### config.mk
export PLATFORM = sky130hd
export DESIGN_NAME = mbet_cfg_regs
export DESIGN_NICKNAME = d
export VERILOG_FILES = /design/src/mbet_pkg.sv /design/src/mbet_cfg_regs.sv
export SDC_FILE = /design/constraint.sdc
export NUM_CORES = 1
export LEC_CHECK = 0
export ABC_CLOCK_PERIOD_IN_PS = 1700
export BUFFER_PORTS_ARGS = -buffer_cell sky130_fd_sc_hd__buf_2
export CAP_MARGIN = 10
export CORE_MARGIN = 2
export CORE_UTILIZATION = 54
export DETAILED_ROUTE_END_ITERATION = 12
export PLACE_DENSITY = 0.86
export SYNTH_ARGS = -nofsm -noshare
export SYNTH_HDL_FRONTEND = slang
export SYNTH_SLANG_ARGS = --single-unit
### constraint.sdc
create_clock -name clk -period 1.7 [get_ports clk]
set_input_delay 0.085 -clock clk [delete_from_list [all_inputs] [get_ports clk]]
set_output_delay 0.085 -clock clk [all_outputs]
set_load 0.005 [all_outputs]
### src/mbet_pkg.sv
// Package for the escape-time unit: fixed-point widths, register indexes,
// word types for the command, result, configuration and multiplier buses.
// No dependencies.
package mbet_pkg;

    localparam int FRAC_BITS  = 28;
    localparam int COORD_W    = 32;
    localparam int IDX_W      = 12;
    localparam int CNT_W      = 10;
    localparam int CFG_IDX_W  = 3;
    localparam int CFG_DATA_W = 32;
    localparam int Z_W        = COORD_W + 1;
    localparam int OP_W       = Z_W;
    localparam int PROD_W     = 2 * OP_W;

    localparam logic [CFG_IDX_W-1:0] REG_X_ORIGIN    = 3'd0;
    localparam logic [CFG_IDX_W-1:0] REG_X_STEP      = 3'd1;
    localparam logic [CFG_IDX_W-1:0] REG_Y_ORIGIN    = 3'd2;
    localparam logic [CFG_IDX_W-1:0] REG_Y_STEP      = 3'd3;
    localparam logic [CFG_IDX_W-1:0] REG_ITER_LIMIT  = 3'd4;

    localparam logic [CNT_W-1:0] LIMIT_RESET = 10'd1023;

    typedef struct packed {
        logic [IDX_W-1:0] column;
        logic [IDX_W-1:0] row;
    } item_t;

    typedef struct packed {
        logic [CNT_W-1:0] escape_count;
        logic             shortcut_hit;
    } result_t;

    typedef struct packed {
        logic signed [COORD_W-1:0] x_origin;
        logic signed [COORD_W-1:0] x_step;
        logic signed [COORD_W-1:0] y_origin;
        logic signed [COORD_W-1:0] y_step;
        logic [CNT_W-1:0]          iteration_limit;
    } cfg_t;

    typedef struct packed {
        logic signed [OP_W-1:0] a0;
        logic signed [OP_W-1:0] b0;
        logic signed [OP_W-1:0] a1;
        logic signed [OP_W-1:0] b1;
        logic signed [OP_W-1:0] a2;
        logic signed [OP_W-1:0] b2;
    } mul_req_t;

    typedef struct packed {
        logic signed [PROD_W-1:0] p0;
        logic signed [PROD_W-1:0] p1;
        logic signed [PROD_W-1:0] p2;
    } mul_rsp_t;

endpackage

### src/mbet_cfg_regs.sv
// Configuration register file of the escape-time unit.
// Depends on mbet_pkg.
module mbet_cfg_regs
    import mbet_pkg::*;
(
    input  logic                  clk,
    input  logic                  rst_n,
    input  logic                  cfg_wr_en,
    input  logic [CFG_IDX_W-1:0]  cfg_index,
    input  logic [CFG_DATA_W-1:0] cfg_wdata,
    output cfg_t                  cfg
);

    cfg_t cfg_reg;
    cfg_t cfg_next;

    always_comb
    begin
        cfg_next = cfg_reg;
        if (cfg_wr_en)
        begin
            case (cfg_index)
                REG_X_ORIGIN:   cfg_next.x_origin = signed'(cfg_wdata[COORD_W-1:0]);
                REG_X_STEP:     cfg_next.x_step = signed'(cfg_wdata[COORD_W-1:0]);
                REG_Y_ORIGIN:   cfg_next.y_origin = signed'(cfg_wdata[COORD_W-1:0]);
                REG_Y_STEP:     cfg_next.y_step = signed'(cfg_wdata[COORD_W-1:0]);
                REG_ITER_LIMIT: cfg_next.iteration_limit = cfg_wdata[CNT_W-1:0];
                default:        cfg_next = cfg_reg;
            endcase
        end
    end

    always_ff @(posedge clk or negedge rst_n)
    begin
        if (!rst_n)
        begin
            cfg_reg.x_origin        <= '0;
            cfg_reg.x_step          <= '0;
            cfg_reg.y_origin        <= '0;
            cfg_reg.y_step          <= '0;
            cfg_reg.iteration_limit <= LIMIT_RESET;
        end
        else
        begin
            cfg_reg <= cfg_next;
        end
    end

    assign cfg = cfg_reg;

endmodule

==> metrics.txt, run 1 <==
outcome finished, final reports clean; synth cell count leaders sky130_fd_sc_hd__dfrtp_1 (128), sky130_fd_sc_hd__mux2_2 (128), sky130_fd_sc_hd__dfstp_2 (10), sky130_fd_sc_hd__mux2_1 (10), sky130_fd_sc_hd__buf_6 (9); most instantiated flip-flop cell in the synthesis netlist sky130_fd_sc_hd__dfrtp_1; total via count after detailed routing 3424; post-CTS resize count 0; Buf+Inv Stages, Crit Path 1; initial antenna violation count 0; number of nets in the layout 559; Setup Skew 0 ps; clock tree root driver cell sky130_fd_sc_hd__clkbuf_8; source-to-sink clock delay at the later pin of the worst-skew pair 500 ps; distinct cell type count after synthesis 9; DR WL/cell 18.9 microns; PD cells 1390 nW/um^2; Area growth, synth to finish 38.5%; global-route wire length before repair 19800 microns; DRT antenna net count 0; critical path capture point cfg[3]; Die Y 102 microns; CTS tree yes; Inserted Clock Buffers 17; Hold Buf Count CTS 34; input/output buffers 175; starting density of the core 0.562; top cell family by delay on the critical path flip-flops; largest driver fanout on the critical path 2; path category of the worst min-delay check in -> async; Post-Synthesis Mean Instance Area 17.6 sq um; IR drop worst, VDD 0.000775 V; wire length reported by the detailed router 12500 microns; maximum level of the CTS H-tree 4; critical path depth 1; summed negative setup slack over all endpoints 0 ps; number of flip-flops in the largest register 138; Vias/cell 5.16; end of the worst register-to-register path cfg[46]; worst hold slack 119 ps; std cell rows 35; slew margin rel. 0.708; sequential-to-total area share from yosys stat 0.665; final count of hold timing violations 0; Ant. Diodes 0; GRT Util Overall 0.251; IO Pins 176; share of cells above drive strength 1 0.676; Setup crit start cfg[3]; clock-pin transition on the worst setup and hold timing paths 60 ps; Overflow after GRT 0; max-capacitance violation count 0; Max Root-Sink Buffers 2; number of design-rule violations left by the first detailed-router iteration 85; global placer's final weighted congestion 0.771; Slowest-stage cell, CP sky130_fd_sc_hd__dfstp_2; Crit Path Class reg -> out; Largest stage delay, worst path 540 ps; flip-flop and latch count after synthesis 138; minimum setup slack after placement 299 ps; cell depth of the worst flop-to-flop path 1; post-layout util 0.778; half-perimeter wire length of the detailed placement result 8290 microns; area after detailed placement 6270 sq um; final setup violation count 0; Period minus WS final 1240 ps; final cycle utilization of the critical path 0.727; die area 10500 sq um; Ys Warns 0; data arrival time of the critical path 1150 ps; area share of the largest cell type after synthesis 0.614; TritonCTS sink count 138; type of origin of the critical path register; maximum number of pins on one net before global-route repair 66; RSZ-0062 raised after global routing no; launch point of the worst reg-to-reg path cfg[46]; critical path cell sequence buf_2; vias in the first global route 3830; Core ar. 9280 sq um; largest area contributor in the netlist sky130_fd_sc_hd__dfrtp_1; Pre-antenna DRT Iters 4; leak pwr 3.46 nW; Async SR Flop Fraction 1.00; max-slew violation count 0; register-to-register setup slack 860 ps; number of standard cells after synthesis 296; drc violations 0; synthesized netlist net count 334; count of buffers added by post-CTS timing repair for setup 0; Post-synth EDFFs 0; data required time of the worst path 1620 ps; largest cells by area after synthesis sky130_fd_sc_hd__dfrtp_1 (61%), sky130_fd_sc_hd__mux2_2 (28%), sky130_fd_sc_hd__dfstp_2 (5.0%); Post-Synthesis Cell Area 5210 sq um; cell area after layout 7220 sq um; actual transition at the worst max-transition pin 438 ps; overall die width 102 microns; Worst Setup Slack, final 464 ps; sort of element at the end of the critical path output port; Fmax 809 MHz
layout by cell type (no fill, tap or decap):
cell type	n
sky130_fd_sc_hd__mux2_1	10
sky130_fd_sc_hd__clkbuf_16	16
sky130_fd_sc_hd__mux2_2	128
sky130_fd_sc_hd__buf_4	11
sky130_fd_sc_hd__dlygate4sd3_1	34
sky130_fd_sc_hd__dfstp_2	10
sky130_fd_sc_hd__nor4bb_4	2
sky130_fd_sc_hd__clkinv_2	2
sky130_fd_sc_hd__nor4bb_2	1
sky130_fd_sc_hd__nor4b_4	1
sky130_fd_sc_hd__bufinv_16	3
sky130_fd_sc_hd__buf_12	2
sky130_fd_sc_hd__clkbuf_8	3
sky130_fd_sc_hd__nand4b_1	1
sky130_fd_sc_hd__inv_6	3
sky130_fd_sc_hd__dfrtp_1	128
sky130_fd_sc_hd__clkinv_4	2
sky130_fd_sc_hd__buf_2	174
sky130_fd_sc_hd__clkinvlp_4	3
metal layers:
metal	up-vias	global-route usage	share of wire
met2	129	0.439	0.53
met4	0	0.0903	0.019
li1	1513	-	-
met5	-	0	0
met1	1761	0.290	0.39
met3	21	0.0828	0.061
power breakdown:
group,internal [mW],switching [mW]
clock network,2.33,1.38
registers,4.05,0.383
logic,1.10,0.776
total,7.48,2.54
logic make-up after synthesis:
family                 after synthesis  synth area share
and+or+nand+nor                      5            0.0120
buffers and inverters               15            0.0252
muxes                              138             0.298
DFF                                138             0.665
metrics by stage:
step | cells | power [mW]
after floorplan | 296 | 5.19
after global placement | 597 | 6.17
after detailed placement | 597 | 6.29
after CTS | 663 | 10.1
after global routing | 663 | 10.5
final | 663 | 10.0
worst min path at each step:
stage           from       end  slack (ps)  cells past startpoint
2_1_floorplan  rst_n  cfg[100]        -210                      0
5_1_grt        rst_n    cfg[4]         110                      2
6_report       rst_n    cfg[4]         120                      2
3_5_place_dp   rst_n   cfg[44]         -80                      1
4_1_cts        rst_n    cfg[4]         100                      2
3_3_place_gp   rst_n   cfg[78]         -80                      1
area by class of cell:
type / count / area (sq um)
flip-flops and latches: 138 / 3470
multi-input cells: 143 / 1650
repair buffers: 221 / 1330
well taps: 129 / 161
clock inverters: 13 / 166
fillers: 576 / 2060
clock buffers: 19 / 442
Note: power is estimated with default switching activity, not from simulation.
==> run 2, diff against run 1 <==
--- a/config.mk
+++ b/config.mk
@@ -5,13 +5,13 @@
 export SDC_FILE = /design/constraint.sdc
 export NUM_CORES = 1
 export LEC_CHECK = 0
-export ABC_CLOCK_PERIOD_IN_PS = 1700
+export ABC_CLOCK_PERIOD_IN_PS = 1030
 export BUFFER_PORTS_ARGS = -buffer_cell sky130_fd_sc_hd__buf_2
 export CAP_MARGIN = 10
 export CORE_MARGIN = 2
-export CORE_UTILIZATION = 54
+export CORE_UTILIZATION = 45
 export DETAILED_ROUTE_END_ITERATION = 12
-export PLACE_DENSITY = 0.86
+export PLACE_DENSITY = 0.77
 export SYNTH_ARGS = -nofsm -noshare
 export SYNTH_HDL_FRONTEND = slang
 export SYNTH_SLANG_ARGS = --single-unit
==> constraint.sdc (replaced) <==
create_clock -name clk -period 1.03 [get_ports clk]
set_input_delay 0.0515 -clock clk [delete_from_list [all_inputs] [get_ports clk]]
set_output_delay 0.0515 -clock clk [all_outputs]
set_load 0.005 [all_outputs]
==> run 2 against run 1 <==
  * The flow now finishes with violations (setup timing)
  * Sequential power rose by 66%
  * Combinational power rose by 86%
  * Sequential share of layout area fell by 2.5 points
  * Clock power rose by 84%
  * Global-route usage fell by 3.8 points
  * Clock-buffer cell count did not move
  * Final area rose by 5.5%
  * Highest routed layer unchanged
==> metrics.txt, run 2 (synthesis results as in run 1) <==
outcome finished, violations left; violations in the final reports setup timing; TritonCTS sink count 138; die area 12500 sq um; Buf+Inv Stages, Crit Path 1; multi-input gate area in the final layout 1810 sq um; vias in the first global route 3890; DR WL/cell 18.7 microns; top cell family by delay on the critical path flip-flops; actual transition at the worst max-transition pin 319 ps; cell-internal power 13.5 mW; CTS tree yes; Vias/cell 5.04; final cycle utilization of the critical path 1.08; final count of hold timing violations 0; final setup violation count 10; GRT Util Overall 0.213; Slowest-stage cell, CP sky130_fd_sc_hd__dfstp_2; Setup crit start cfg[6]; initial antenna violation count 0; NetSw 4.23 mW; drc violations 0; Period minus WS final 1110 ps; type of origin of the critical path register; IO Pins 176; maximum level of the CTS H-tree 4; global placer's final weighted congestion 0.782; Seq pwr share 0.416; slew margin rel. 0.787; data arrival time of the critical path 1060 ps; std cell rows 39; Largest stage delay, worst path 550 ps; source-to-sink clock delay at the later pin of the worst-skew pair 410 ps; clock tree root driver cell sky130_fd_sc_hd__clkbuf_16; Overflow after GRT 0; overall die width 112 microns; commonest cells after routing, fill and taps aside sky130_fd_sc_hd__buf_2 (170), sky130_fd_sc_hd__dfrtp_1 (128), sky130_fd_sc_hd__mux2_2 (91), sky130_fd_sc_hd__mux2_4 (43), sky130_fd_sc_hd__dlygate4sd3_1 (33); Ant. Diodes 0; number of flip-flops in the largest register 138; max-slew violation count 0; Worst Setup Slack, final -84.4 ps; Area growth, synth to finish 46.2%; end of the worst register-to-register path cfg[5]; critical path depth 1; input/output buffers 175; combinational cell fraction of total power 0.197; Setup Skew 0 ps; launch point of the worst reg-to-reg path cfg[5]; cell depth of the worst flop-to-flop path 3; half-perimeter wire length of the detailed placement result 8270 microns; number of nets in the layout 569; clock-pin transition on the worst setup and hold timing paths 60 ps; summed negative setup slack over all endpoints -683 ps; IR drop worst, VDD 0.00151 V; Core ar. 11400 sq um; critical path capture point cfg[6]; final-layout fill cell count 801; cell area after layout 7620 sq um; maximum number of pins on one net before global-route repair 44; global-route wire length before repair 20500 microns; largest driver fanout on the critical path 2; data required time of the worst path 980 ps; number of design-rule violations left by the first detailed-router iteration 153; Fmax 897 MHz; PD cells 2320 nW/um^2; Max Root-Sink Buffers 2; share of cells above drive strength 1 0.693; total via count after detailed routing 3461; DRT antenna net count 0; most common cell after layout, fill and taps aside sky130_fd_sc_hd__buf_2; Pre-antenna DRT Iters 4; Crit Path Class reg -> out; register-to-register setup slack 100 ps; RSZ-0062 raised after global routing yes; critical path cell sequence buf_6; area after detailed placement 6530 sq um; Die Y 112 microns; Inserted Clock Buffers 17; leak pwr 3.70 nW; starting density of the core 0.459; switching share of power 0.239; max-capacitance violation count 0; FF+latch area 3470 sq um; wire length reported by the detailed router 12800 microns; clock group share of total power 0.387; sort of element at the end of the critical path output port; path category of the worst min-delay check in -> async
[run 2: changes by cell type in the layout (fill, tap and decap cells not counted), moves of 4 or more]
cell / previous run / this run
sky130_fd_sc_hd__mux2_1: 10 / 4
sky130_fd_sc_hd__buf_4: 11 / 16
sky130_fd_sc_hd__buf_6: 0 / 5
sky130_fd_sc_hd__buf_2: 174 / 170
sky130_fd_sc_hd__mux2_4: 0 / 43
sky130_fd_sc_hd__mux2_2: 128 / 91
sky130_fd_sc_hd__buf_12: 2 / 7
[run 2: worst min-delay path by stage]
stage	from	end	slack, ps	cells past startpoint
global route	rst_n	cfg[101]	70	2
global placement	rst_n	cfg[37]	-70	1
finish	rst_n	cfg[129]	70	2
CTS	rst_n	cfg[129]	60	2
floorplan	rst_n	cfg[100]	-240	0
detailed placement	rst_n	cfg[133]	-70	1
[run 2: timing repair]
item	4_1_cts	5_1_grt
hold buffers	33	0
setup endpoints to repair	10	21
hold endpoints to repair	266	0
gates resized for setup	0	4
buffers inserted	1	9
[run 2: layout make-up]
type,count,area share
Clock buffer,19,0.0581
Clock inverter,13,0.0291
Multi-Input combinational cell,143,0.238
Sequential cell,138,0.455
Tap cell,143,0.0235
Timing Repair Buffer,231,0.197
[run 2: power groups by stage]
stage	clock, mW	sequential (mW)	combinational (mW)
floorplan	0	7.45	1.35
global placement	0	7.35	3.15
detailed placement	0	7.41	3.25
CTS	6.93	7.36	3.38
global route	7.22	7.50	3.77
finish	6.84	7.37	3.49
[run 2: through the flow]
stage	total power, mW	setup WS (ps)	instances	hold WS, ps	utilization
after floorplan	8.80	-69.7	296	-244	-
after global placement	10.5	-311	612	-72.4	0.574
after detailed placement	10.7	-348	612	-67.0	0.574
after CTS	17.7	-109	678	57.2	0.662
after global routing	18.5	-118	687	74.0	0.670
final	17.7	-84.4	687	69.8	0.670
[run 2: per-layer routing]
metal  vias to the layer above  share of wire  GRT usage
met5                         -              0          0
met4                         0          0.026     0.0922
met3                        30          0.058     0.0664
met2                       126           0.51      0.363
met1                      1776           0.40      0.250
li1                       1529              -          -
