File: src/mbet_pkg.sv
// Package for the escape-time unit: fixed-point widths, register indexes,
// word types for the command, result, configuration and multiplier buses.
// No dependencies.
package mbet_pkg;

    localparam int FRAC_BITS  = 28;
    localparam int COORD_W    = 32;
    localparam int IDX_W      = 12;
    localparam int CNT_W      = 10;
    localparam int CFG_IDX_W  = 3;
    localparam int CFG_DATA_W = 32;
    localparam int Z_W        = COORD_W + 1;
    localparam int OP_W       = Z_W;
    localparam int PROD_W     = 2 * OP_W;

    localparam logic [CFG_IDX_W-1:0] REG_X_ORIGIN    = 3'd0;
    localparam logic [CFG_IDX_W-1:0] REG_X_STEP      = 3'd1;
    localparam logic [CFG_IDX_W-1:0] REG_Y_ORIGIN    = 3'd2;
    localparam logic [CFG_IDX_W-1:0] REG_Y_STEP      = 3'd3;
    localparam logic [CFG_IDX_W-1:0] REG_ITER_LIMIT  = 3'd4;

    localparam logic [CNT_W-1:0] LIMIT_RESET = 10'd1023;

    typedef struct packed {
        logic [IDX_W-1:0] column;
        logic [IDX_W-1:0] row;
    } item_t;

    typedef struct packed {
        logic [CNT_W-1:0] escape_count;
        logic             shortcut_hit;
    } result_t;

    typedef struct packed {
        logic signed [COORD_W-1:0] x_origin;
        logic signed [COORD_W-1:0] x_step;
        logic signed [COORD_W-1:0] y_origin;
        logic signed [COORD_W-1:0] y_step;
        logic [CNT_W-1:0]          iteration_limit;
    } cfg_t;

    typedef struct packed {
        logic signed [OP_W-1:0] a0;
        logic signed [OP_W-1:0] b0;
        logic signed [OP_W-1:0] a1;
        logic signed [OP_W-1:0] b1;
        logic signed [OP_W-1:0] a2;
        logic signed [OP_W-1:0] b2;
    } mul_req_t;

    typedef struct packed {
        logic signed [PROD_W-1:0] p0;
        logic signed [PROD_W-1:0] p1;
        logic signed [PROD_W-1:0] p2;
    } mul_rsp_t;

endpackage

File: src/mbet_core.sv
// Sequencer and datapath registers: coordinate, shortcut test, iteration.
// Depends on mbet_pkg; drives the shared multiplier bank.
module mbet_core
    import mbet_pkg::*;
(
    input  logic     clk,
    input  logic     rst_n,
    input  logic     start,
    input  item_t    item,
    input  cfg_t     cfg,
    output logic     busy,
    output logic     done,
    output result_t  result,
    output mul_req_t mul_req,
    input  mul_rsp_t mul_rsp
);

    localparam logic [2:0] ST_IDLE  = 3'd0;
    localparam logic [2:0] ST_COORD = 3'd1;
    localparam logic [2:0] ST_SC1   = 3'd2;
    localparam logic [2:0] ST_SC2   = 3'd3;
    localparam logic [2:0] ST_ITER  = 3'd4;

    localparam int SUM_W = COORD_W + IDX_W + 2;
    localparam int SQ_W  = 2 * FRAC_BITS + 4;
    localparam int SCS_W = 2 * FRAC_BITS + 6;
    localparam int Q_W   = COORD_W;
    localparam int RHS_W = SQ_W - 2;

    localparam logic signed [COORD_W-1:0] TWO_C   = COORD_W'(64'd1 << (FRAC_BITS + 1));
    localparam logic signed [Z_W-1:0]     TWO_Z   = Z_W'(64'd1 << (FRAC_BITS + 1));
    localparam logic signed [Z_W-1:0]     QUART_Z = Z_W'(64'd1 << (FRAC_BITS - 2));
    localparam logic signed [Z_W-1:0]     ONE_Z   = Z_W'(64'd1 << FRAC_BITS);
    localparam logic [SQ_W-1:0]  FOUR_SQ  = SQ_W'(64'd1 << (2 * FRAC_BITS + 2));
    localparam logic [SCS_W-1:0] BULB_LIM = SCS_W'(64'd1 << (2 * FRAC_BITS - 4));

    function automatic logic signed [COORD_W-1:0] sat_coord(input logic signed [SUM_W-1:0] s);
        logic [SUM_W-COORD_W:0] top;
        begin
            top = s[SUM_W-1:COORD_W-1];
            if (s[SUM_W-1] && !(&top))
                sat_coord = {1'b1, {(COORD_W-1){1'b0}}};
            else if (!s[SUM_W-1] && (|top))
                sat_coord = {1'b0, {(COORD_W-1){1'b1}}};
            else
                sat_coord = s[COORD_W-1:0];
        end
    endfunction

    logic [2:0]                state_reg, state_next;
    logic [IDX_W-1:0]          col_reg, col_next;
    logic [IDX_W-1:0]          row_reg, row_next;
    logic signed [COORD_W-1:0] cr_reg, cr_next;
    logic signed [COORD_W-1:0] ci_reg, ci_next;
    logic                      inrange_reg, inrange_next;
    logic [Q_W-1:0]            q_reg, q_next;
    logic signed [Z_W-1:0]     qa_reg, qa_next;
    logic [RHS_W-1:0]          rhs_reg, rhs_next;
    logic                      bulb_reg, bulb_next;
    logic signed [Z_W-1:0]     x_reg, x_next;
    logic signed [Z_W-1:0]     y_reg, y_next;
    logic [CNT_W-1:0]          count_reg, count_next;
    logic                      done_reg, done_next;
    result_t                   result_reg, result_next;

    logic signed [Z_W-1:0]     cr_ext, ci_ext, a_val, b_val;
    logic signed [SUM_W-1:0]   cx_sum, cy_sum;
    logic [SCS_W-1:0]          sc_sum, bulb_sum;
    logic signed [PROD_W-1:0]  rhs_ext;
    logic                      hit;
    logic                      esc_range, esc_mag;
    logic [SQ_W-1:0]           sq_sum;
    logic signed [SQ_W-1:0]    diff, diff_sh, xy, xy_sh;

    assign cr_ext = {cr_reg[COORD_W-1], cr_reg};
    assign ci_ext = {ci_reg[COORD_W-1], ci_reg};
    assign a_val  = cr_ext - QUART_Z;
    assign b_val  = cr_ext + ONE_Z;

    // operand steering for the shared multipliers
    always_comb
    begin
        mul_req = '0;
        case (state_reg)
            ST_COORD:
            begin
                mul_req.a0 = signed'({{(OP_W-IDX_W){1'b0}}, col_reg});
                mul_req.b0 = {cfg.x_step[COORD_W-1], cfg.x_step};
                mul_req.a1 = signed'({{(OP_W-IDX_W){1'b0}}, row_reg});
                mul_req.b1 = {cfg.y_step[COORD_W-1], cfg.y_step};
            end
            ST_SC1:
            begin
                mul_req.a0 = a_val;
                mul_req.b0 = a_val;
                mul_req.a1 = ci_ext;
                mul_req.b1 = ci_ext;
                mul_req.a2 = b_val;
                mul_req.b2 = b_val;
            end
            ST_SC2:
            begin
                mul_req.a0 = signed'({1'b0, q_reg});
                mul_req.b0 = qa_reg;
            end
            ST_ITER:
            begin
                mul_req.a0 = x_reg;
                mul_req.b0 = x_reg;
                mul_req.a1 = y_reg;
                mul_req.b1 = y_reg;
                mul_req.a2 = x_reg;
                mul_req.b2 = y_reg;
            end
            default:
            begin
                mul_req = '0;
            end
        endcase
    end

    // c = origin + index * step, saturated
    assign cx_sum = SUM_W'(cfg.x_origin) + mul_rsp.p0[SUM_W-1:0];
    assign cy_sum = SUM_W'(cfg.y_origin) + mul_rsp.p1[SUM_W-1:0];

    // shortcut terms; squares are small whenever c is in range
    assign sc_sum   = {1'b0, mul_rsp.p0[SCS_W-2:0]} + {1'b0, mul_rsp.p1[SCS_W-2:0]};
    assign bulb_sum = {1'b0, mul_rsp.p2[SCS_W-2:0]} + {1'b0, mul_rsp.p1[SCS_W-2:0]};
    assign rhs_ext  = signed'({{(PROD_W-RHS_W){1'b0}}, rhs_reg});
    assign hit      = inrange_reg && ((mul_rsp.p0 < rhs_ext) || bulb_reg);

    // iteration terms
    assign esc_range = (x_reg >= TWO_Z) || (x_reg <= -TWO_Z) ||
                       (y_reg >= TWO_Z) || (y_reg <= -TWO_Z);
    assign sq_sum    = mul_rsp.p0[SQ_W-1:0] + mul_rsp.p1[SQ_W-1:0];
    assign esc_mag   = sq_sum >= FOUR_SQ;
    assign diff      = signed'(mul_rsp.p0[SQ_W-1:0]) - signed'(mul_rsp.p1[SQ_W-1:0]);
    assign diff_sh   = diff >>> FRAC_BITS;
    assign xy        = signed'(mul_rsp.p2[SQ_W-1:0]);
    assign xy_sh     = xy >>> (FRAC_BITS - 1);

    always_comb
    begin
        state_next   = state_reg;
        col_next     = col_reg;
        row_next     = row_reg;
        cr_next      = cr_reg;
        ci_next      = ci_reg;
        inrange_next = inrange_reg;
        q_next       = q_reg;
        qa_next      = qa_reg;
        rhs_next     = rhs_reg;
        bulb_next    = bulb_reg;
        x_next       = x_reg;
        y_next       = y_reg;
        count_next   = count_reg;
        done_next    = 1'b0;
        result_next  = result_reg;
        case (state_reg)
            ST_IDLE:
            begin
                if (start)
                begin
                    col_next   = item.column;
                    row_next   = item.row;
                    state_next = ST_COORD;
                end
            end
            ST_COORD:
            begin
                cr_next    = sat_coord(cx_sum);
                ci_next    = sat_coord(cy_sum);
                state_next = ST_SC1;
            end
            ST_SC1:
            begin
                inrange_next = (cr_reg < TWO_C) && (cr_reg > -TWO_C) &&
                               (ci_reg < TWO_C) && (ci_reg > -TWO_C);
                q_next       = sc_sum[FRAC_BITS+Q_W-1:FRAC_BITS];
                qa_next      = signed'({1'b0, q_next}) + a_val;
                rhs_next     = mul_rsp.p1[SQ_W-1:2];
                bulb_next    = bulb_sum < BULB_LIM;
                state_next   = ST_SC2;
            end
            ST_SC2:
            begin
                x_next     = '0;
                y_next     = '0;
                count_next = '0;
                if (hit)
                begin
                    result_next.escape_count = cfg.iteration_limit;
                    result_next.shortcut_hit = 1'b1;
                    done_next                = 1'b1;
                    state_next               = ST_IDLE;
                end
                else
                begin
                    state_next = ST_ITER;
                end
            end
            ST_ITER:
            begin
                if ((count_reg == cfg.iteration_limit) || esc_range || esc_mag)
                begin
                    result_next.escape_count = count_reg;
                    result_next.shortcut_hit = 1'b0;
                    done_next                = 1'b1;
                    state_next               = ST_IDLE;
                end
                else
                begin
                    count_next = count_reg + 1'b1;
                    x_next     = diff_sh[Z_W-1:0] + cr_ext;
                    y_next     = xy_sh[Z_W-1:0] + ci_ext;
                end
            end
            default:
            begin
                state_next = ST_IDLE;
            end
        endcase
    end

    always_ff @(posedge clk or negedge rst_n)
    begin
        if (!rst_n)
        begin
            state_reg <= ST_IDLE;
            done_reg  <= 1'b0;
        end
        else
        begin
            state_reg <= state_next;
            done_reg  <= done_next;
        end
    end

    always_ff @(posedge clk)
    begin
        col_reg     <= col_next;
        row_reg     <= row_next;
        cr_reg      <= cr_next;
        ci_reg      <= ci_next;
        inrange_reg <= inrange_next;
        q_reg       <= q_next;
        qa_reg      <= qa_next;
        rhs_reg     <= rhs_next;
        bulb_reg    <= bulb_next;
        x_reg       <= x_next;
        y_reg       <= y_next;
        count_reg   <= count_next;
        result_reg  <= result_next;
    end

    assign busy   = (state_reg != ST_IDLE);
    assign done   = done_reg;
    assign result = result_reg;

endmodule

File: config.mk
export PLATFORM = sky130hd
export DESIGN_NAME = mbet_core
export DESIGN_NICKNAME = d
export VERILOG_FILES = /design/src/mbet_pkg.sv /design/src/mbet_core.sv
export SDC_FILE = /design/constraint.sdc
export NUM_CORES = 1
export LEC_CHECK = 0
export BUFFER_PORTS_ARGS = -buffer_cell sky130_fd_sc_hd__clkbuf_2
export CORE_MARGIN = 1
export CORE_UTILIZATION = 50
export DETAILED_ROUTE_END_ITERATION = 8
export PLACE_DENSITY = 0.76
export SYNTH_ARGS = -nofsm -noshare
export SYNTH_HDL_FRONTEND = slang
export SYNTH_SLANG_ARGS = --single-unit
File: constraint.sdc
create_clock -name clk -period 6.85 [get_ports clk]
set_input_delay 1.37 -clock clk [delete_from_list [all_inputs] [get_ports clk]]
set_output_delay 1.37 -clock clk [all_outputs]
set_load 0.02 [all_outputs]
==> impl_metrics.csv <==
group,metric,value,unit
final_layout,num-nets-final,5184,
power,p_per_area,353,nW/um^2
grt,grt_antenna_before_repair,14,
power,pwr-share-seq,26.0,%
critical_path,reg2reg_slack,2360,ps
grt,globalRouteMet1Util,47.9,%
timing,setup_viol,0,
timing,min_period_over_period,96.1,%
min_path,hp-class,"primary input to async pin",
final_layout,fill_cells,5486,
synthesis,synth_edf_count,300,
synthesis,ys_ff_latch,304,
timing,finClkSkew,12.9,ps
timing,max_slew.worst_pin.slew,1090,ps
synthesis,ys.flop_type,"edfxtp_1",
clocking,path_clk_slew,60,ps
floorplan,row_count,91,
critical_path,critPathMostFrequentCell,"buf_4",
clocking,cts_made_buffers,38,
drt,detail_route.wirelength,123,mm
final_layout,largest_reg_flops,58,
critical_path,reg2reg_to,"y_reg[29]",
job,maxCapViolCount,0,
critical_path,crit_arrival,6900,ps
grt,grt-busiest-layer,"met2",
clocking,clock_insertion_delay_worst_skew,570,ps
critical_path,cpPeakStageDelay,380,ps
floorplan,die_x,251,um
drt,drc_errors,0,
grt,use_met2,61.6,%
power,power.switching,6.34,mW
power,ir_drop,0.000359,V
timing,holdWs,600,ps
final_layout,multiInputGateArea,20700,sq um
power,cellLeakagePower,18.4,nW
grt,grt_pass1_wl,179,mm
critical_path,reg2reg_from,"ci_reg[1]",
grt,overflow,0,
critical_path,crit_family,"compound AO/OA/AOI/OAI gates",
drt,avgViaCountPerCell,6.03,
timing,max_freq,0.152,GHz
drt,wl_per_cell,23.4,um
floorplan,placeableCoreArea,61600,sq um
clocking,root_buffer,"clkbuf_16",
synthesis,ys_seq_area_share,29.3,%
placed_design,place.gp.congestion,1.04,
placed_design,io_buffers,563,
drt,initialDrtViolationCount,3147,
synthesis,yosys.area.top_type,"edfxtp_1",
clocking,cts_tree,"yes",
synthesis,syn_avg_cell_area,8.75,sq um
final_layout,final_util,62.5,%
placed_design,dp_hpwl,103,mm
critical_path,cp_max_fo,3,
synthesis,synth_area_leaders,"edfxtp_1 29%, ha_1 17%, a21oi_1 5.7%",
floorplan,dieArea,63200,sq um
drt,drtAntennaViolNets,0,
synthesis,ys_async_sr_fraction,1.32,%
clocking,clock_sinks,304,
power,internal-power,7.23,mW
power,combPwrFrac,58.8,%
critical_path,worstRegToRegCells,13,
synthesis,synth_top_area_share,29.0,%
timing,period_minus_slack,6580,ps
final_layout,syn2layout_area_growth,23.8,%
floorplan,io_pins,574,
status,status,"finished, final reports clean",
timing,maxSlewViolCount,0,
final_layout,drive_above_1_share,23.7,%
timing,slew_headroom,26.7,%
synthesis,ys_warn_count,0,
floorplan,die_h,251,um
grt,grt.met3_usage,5.79,%
synthesis,synthDistinctLibCells,84,
drt,vias,31700,
drt,dr.pass1.iters,7,
critical_path,crit_type,"primary input to register",
placed_design,placed_cell_area,37100,sq um
grt,grt_pass1_vias,29700,
power,p_clk_share,15.3,%
timing,rsz0062_at_grt,"no",
grt,grt_max_degree,103,
clocking,cts_buffer_depth,3,
critical_path,cp.buffers_inverters,6,
power,p_sw_share,46.7,%
timing,finalHoldViolCount,0,
final_layout,fin_area,38500,sq um
floorplan,initial_core_util,50.5,%
final_layout,ff_latch_area,9110,sq um
synthesis,synth_nets,4355,
synthesis,synth_cells,3556,
clocking,htree_levels,2,
critical_path,slowest_stage,"o31ai_2",
synthesis,syn_area,31100,sq um
critical_path,worst_setup_path_end_kind,"register",
grt,track_usage,37.7,%
critical_path,crit_required,7170,ps
critical_path,cp-start-kind,"primary input",
-- power by group through the flow --
| stage | Sequential, mW | Combinational, mW | Clock (mW) |
|---|---|---|---|
| after floorplan | 3.28 | 5.00 | 0 |
| after global placement | 3.51 | 7.71 | 0 |
| after detailed placement | 3.52 | 7.80 | 0 |
| after CTS | 3.49 | 7.84 | 2.09 |
| after global routing | 3.55 | 8.57 | 2.15 |
| final | 3.52 | 7.98 | 2.07 |
-- cell type report --
class,instances,share of cell area (%)
Tap cell,837,2.72
Clock buffer,45,2.59
Multi-Input combinational cell,2886,53.8
Sequential cell,304,23.7
Timing Repair Buffer,901,14.0
Clock inverter,24,0.696
Antenna cell,6,0.0390
Inverter,254,2.49
-- worst max path at each step --
stage | start | end | slack (ps) | cells after the start
after CTS | mul_rsp[70] | x_reg[28] | 20 | 31
after detailed placement | mul_rsp[70] | x_reg[28] | -650 | 31
after floorplan | state_reg[1] | mul_req[32] | 10 | 9
after global routing | mul_rsp[66] | qa_reg[29] | 0.4 | 31
final | mul_rsp[66] | qa_reg[29] | 270 | 31
after global placement | mul_rsp[70] | x_reg[28] | -610 | 31
-- metrics by stage --
| stage | setup TNS (ps) | instances | power, mW | worst slack, ps |
|---|---|---|---|---|
| after floorplan | 0 | 3556 | 8.28 | 11.6 |
| after global placement | -5820 | 5182 | 11.2 | -612 |
| after detailed placement | -7350 | 5182 | 11.3 | -650 |
| after CTS | 0 | 5251 | 13.4 | 22.6 |
| after global routing | 0 | 5255 | 14.3 | 0.418 |
| final | 0 | 5257 | 13.6 | 265 |
-- metal layers --
metal | part of all wire [%] | wire (um)
met1 | 40 | 49300
met2 | 45 | 55900
met3 | 8.6 | 10600
met4 | 5.8 | 7150
met5 | 0.079 | 97
-- cell usage in the layout (no fill, tap or decap), drive strengths merged, types with 17 or more instances in the layout --
master	count
and2	17
clkbuf	608
or3	29
xnor2	151
nor3	65
nand4	56
nor4	42
inv	256
nand2	278
xor2	105
nor2	256
o21a	28
edfxtp	300
a22o	43
a31oi	36
o211ai	23
buf	338
nand2b	58
a221o	43
a21oi	383
a21o	180
ha	430
and3	31
o21bai	42
nor2b	52
a211oi	30
o21ai	204
nand3	58
a22oi	28
-- cell usage after synthesis (8+ instances only) --
library cell and instances:
nand2_1 278, nor2_1 256, nor4_1 42, inv_1 248, and2_1 17, xnor2_1 151, and3_1 31, o21ai_0 202
o31ai_1 11, and4_1 13, ha_1 430, buf_1 9, a21o_1 180, a221o_1 43, or3_1 29, o21bai_1 42
nand4_1 56, nand2b_1 58, nor3_1 65, nor2b_1 52, nor3b_1 9, nand3_1 58, a211oi_1 30, o41ai_1 8
a21oi_2 30, or2_2 10, a21oi_1 353, a22o_1 43, a41oi_1 10, a211o_1 14, o311ai_0 8, o21a_1 28
a31oi_1 35, o211ai_1 23, a221oi_1 10, a22oi_1 28, edfxtp_1 300, o2111ai_1 13, clkbuf_1 94, mux2i_1 11
xor2_1 105
-- cells by family (layout without fill, tap and decap cells) --
family | after synthesis | count (layout) | share of synthesized area (%)
other | 0 | 6 | 0
DFF | 304 | 304 | 29.3
adders and majority gates | 436 | 436 | 17.7
AOI/OAI and AO/OA | 1187 | 1187 | 25.4
buffers and inverters | 366 | 1224 | 4.51
muxes | 11 | 11 | 0.354
xor gates and xnor gates | 256 | 256 | 7.21
and+or+nand+nor | 996 | 996 | 15.6
-- what timing repair did --
action / in CTS / in global routing
pin swaps: 0 / 3
hold buffers: 0 / 0
setup buffers: 0 / 0
cloned: 0 / 0
gates resized for setup: 3 / 20
setup endpoints to repair: 5 / 15
No activity file was read; power rests on OpenSTA's default activity.
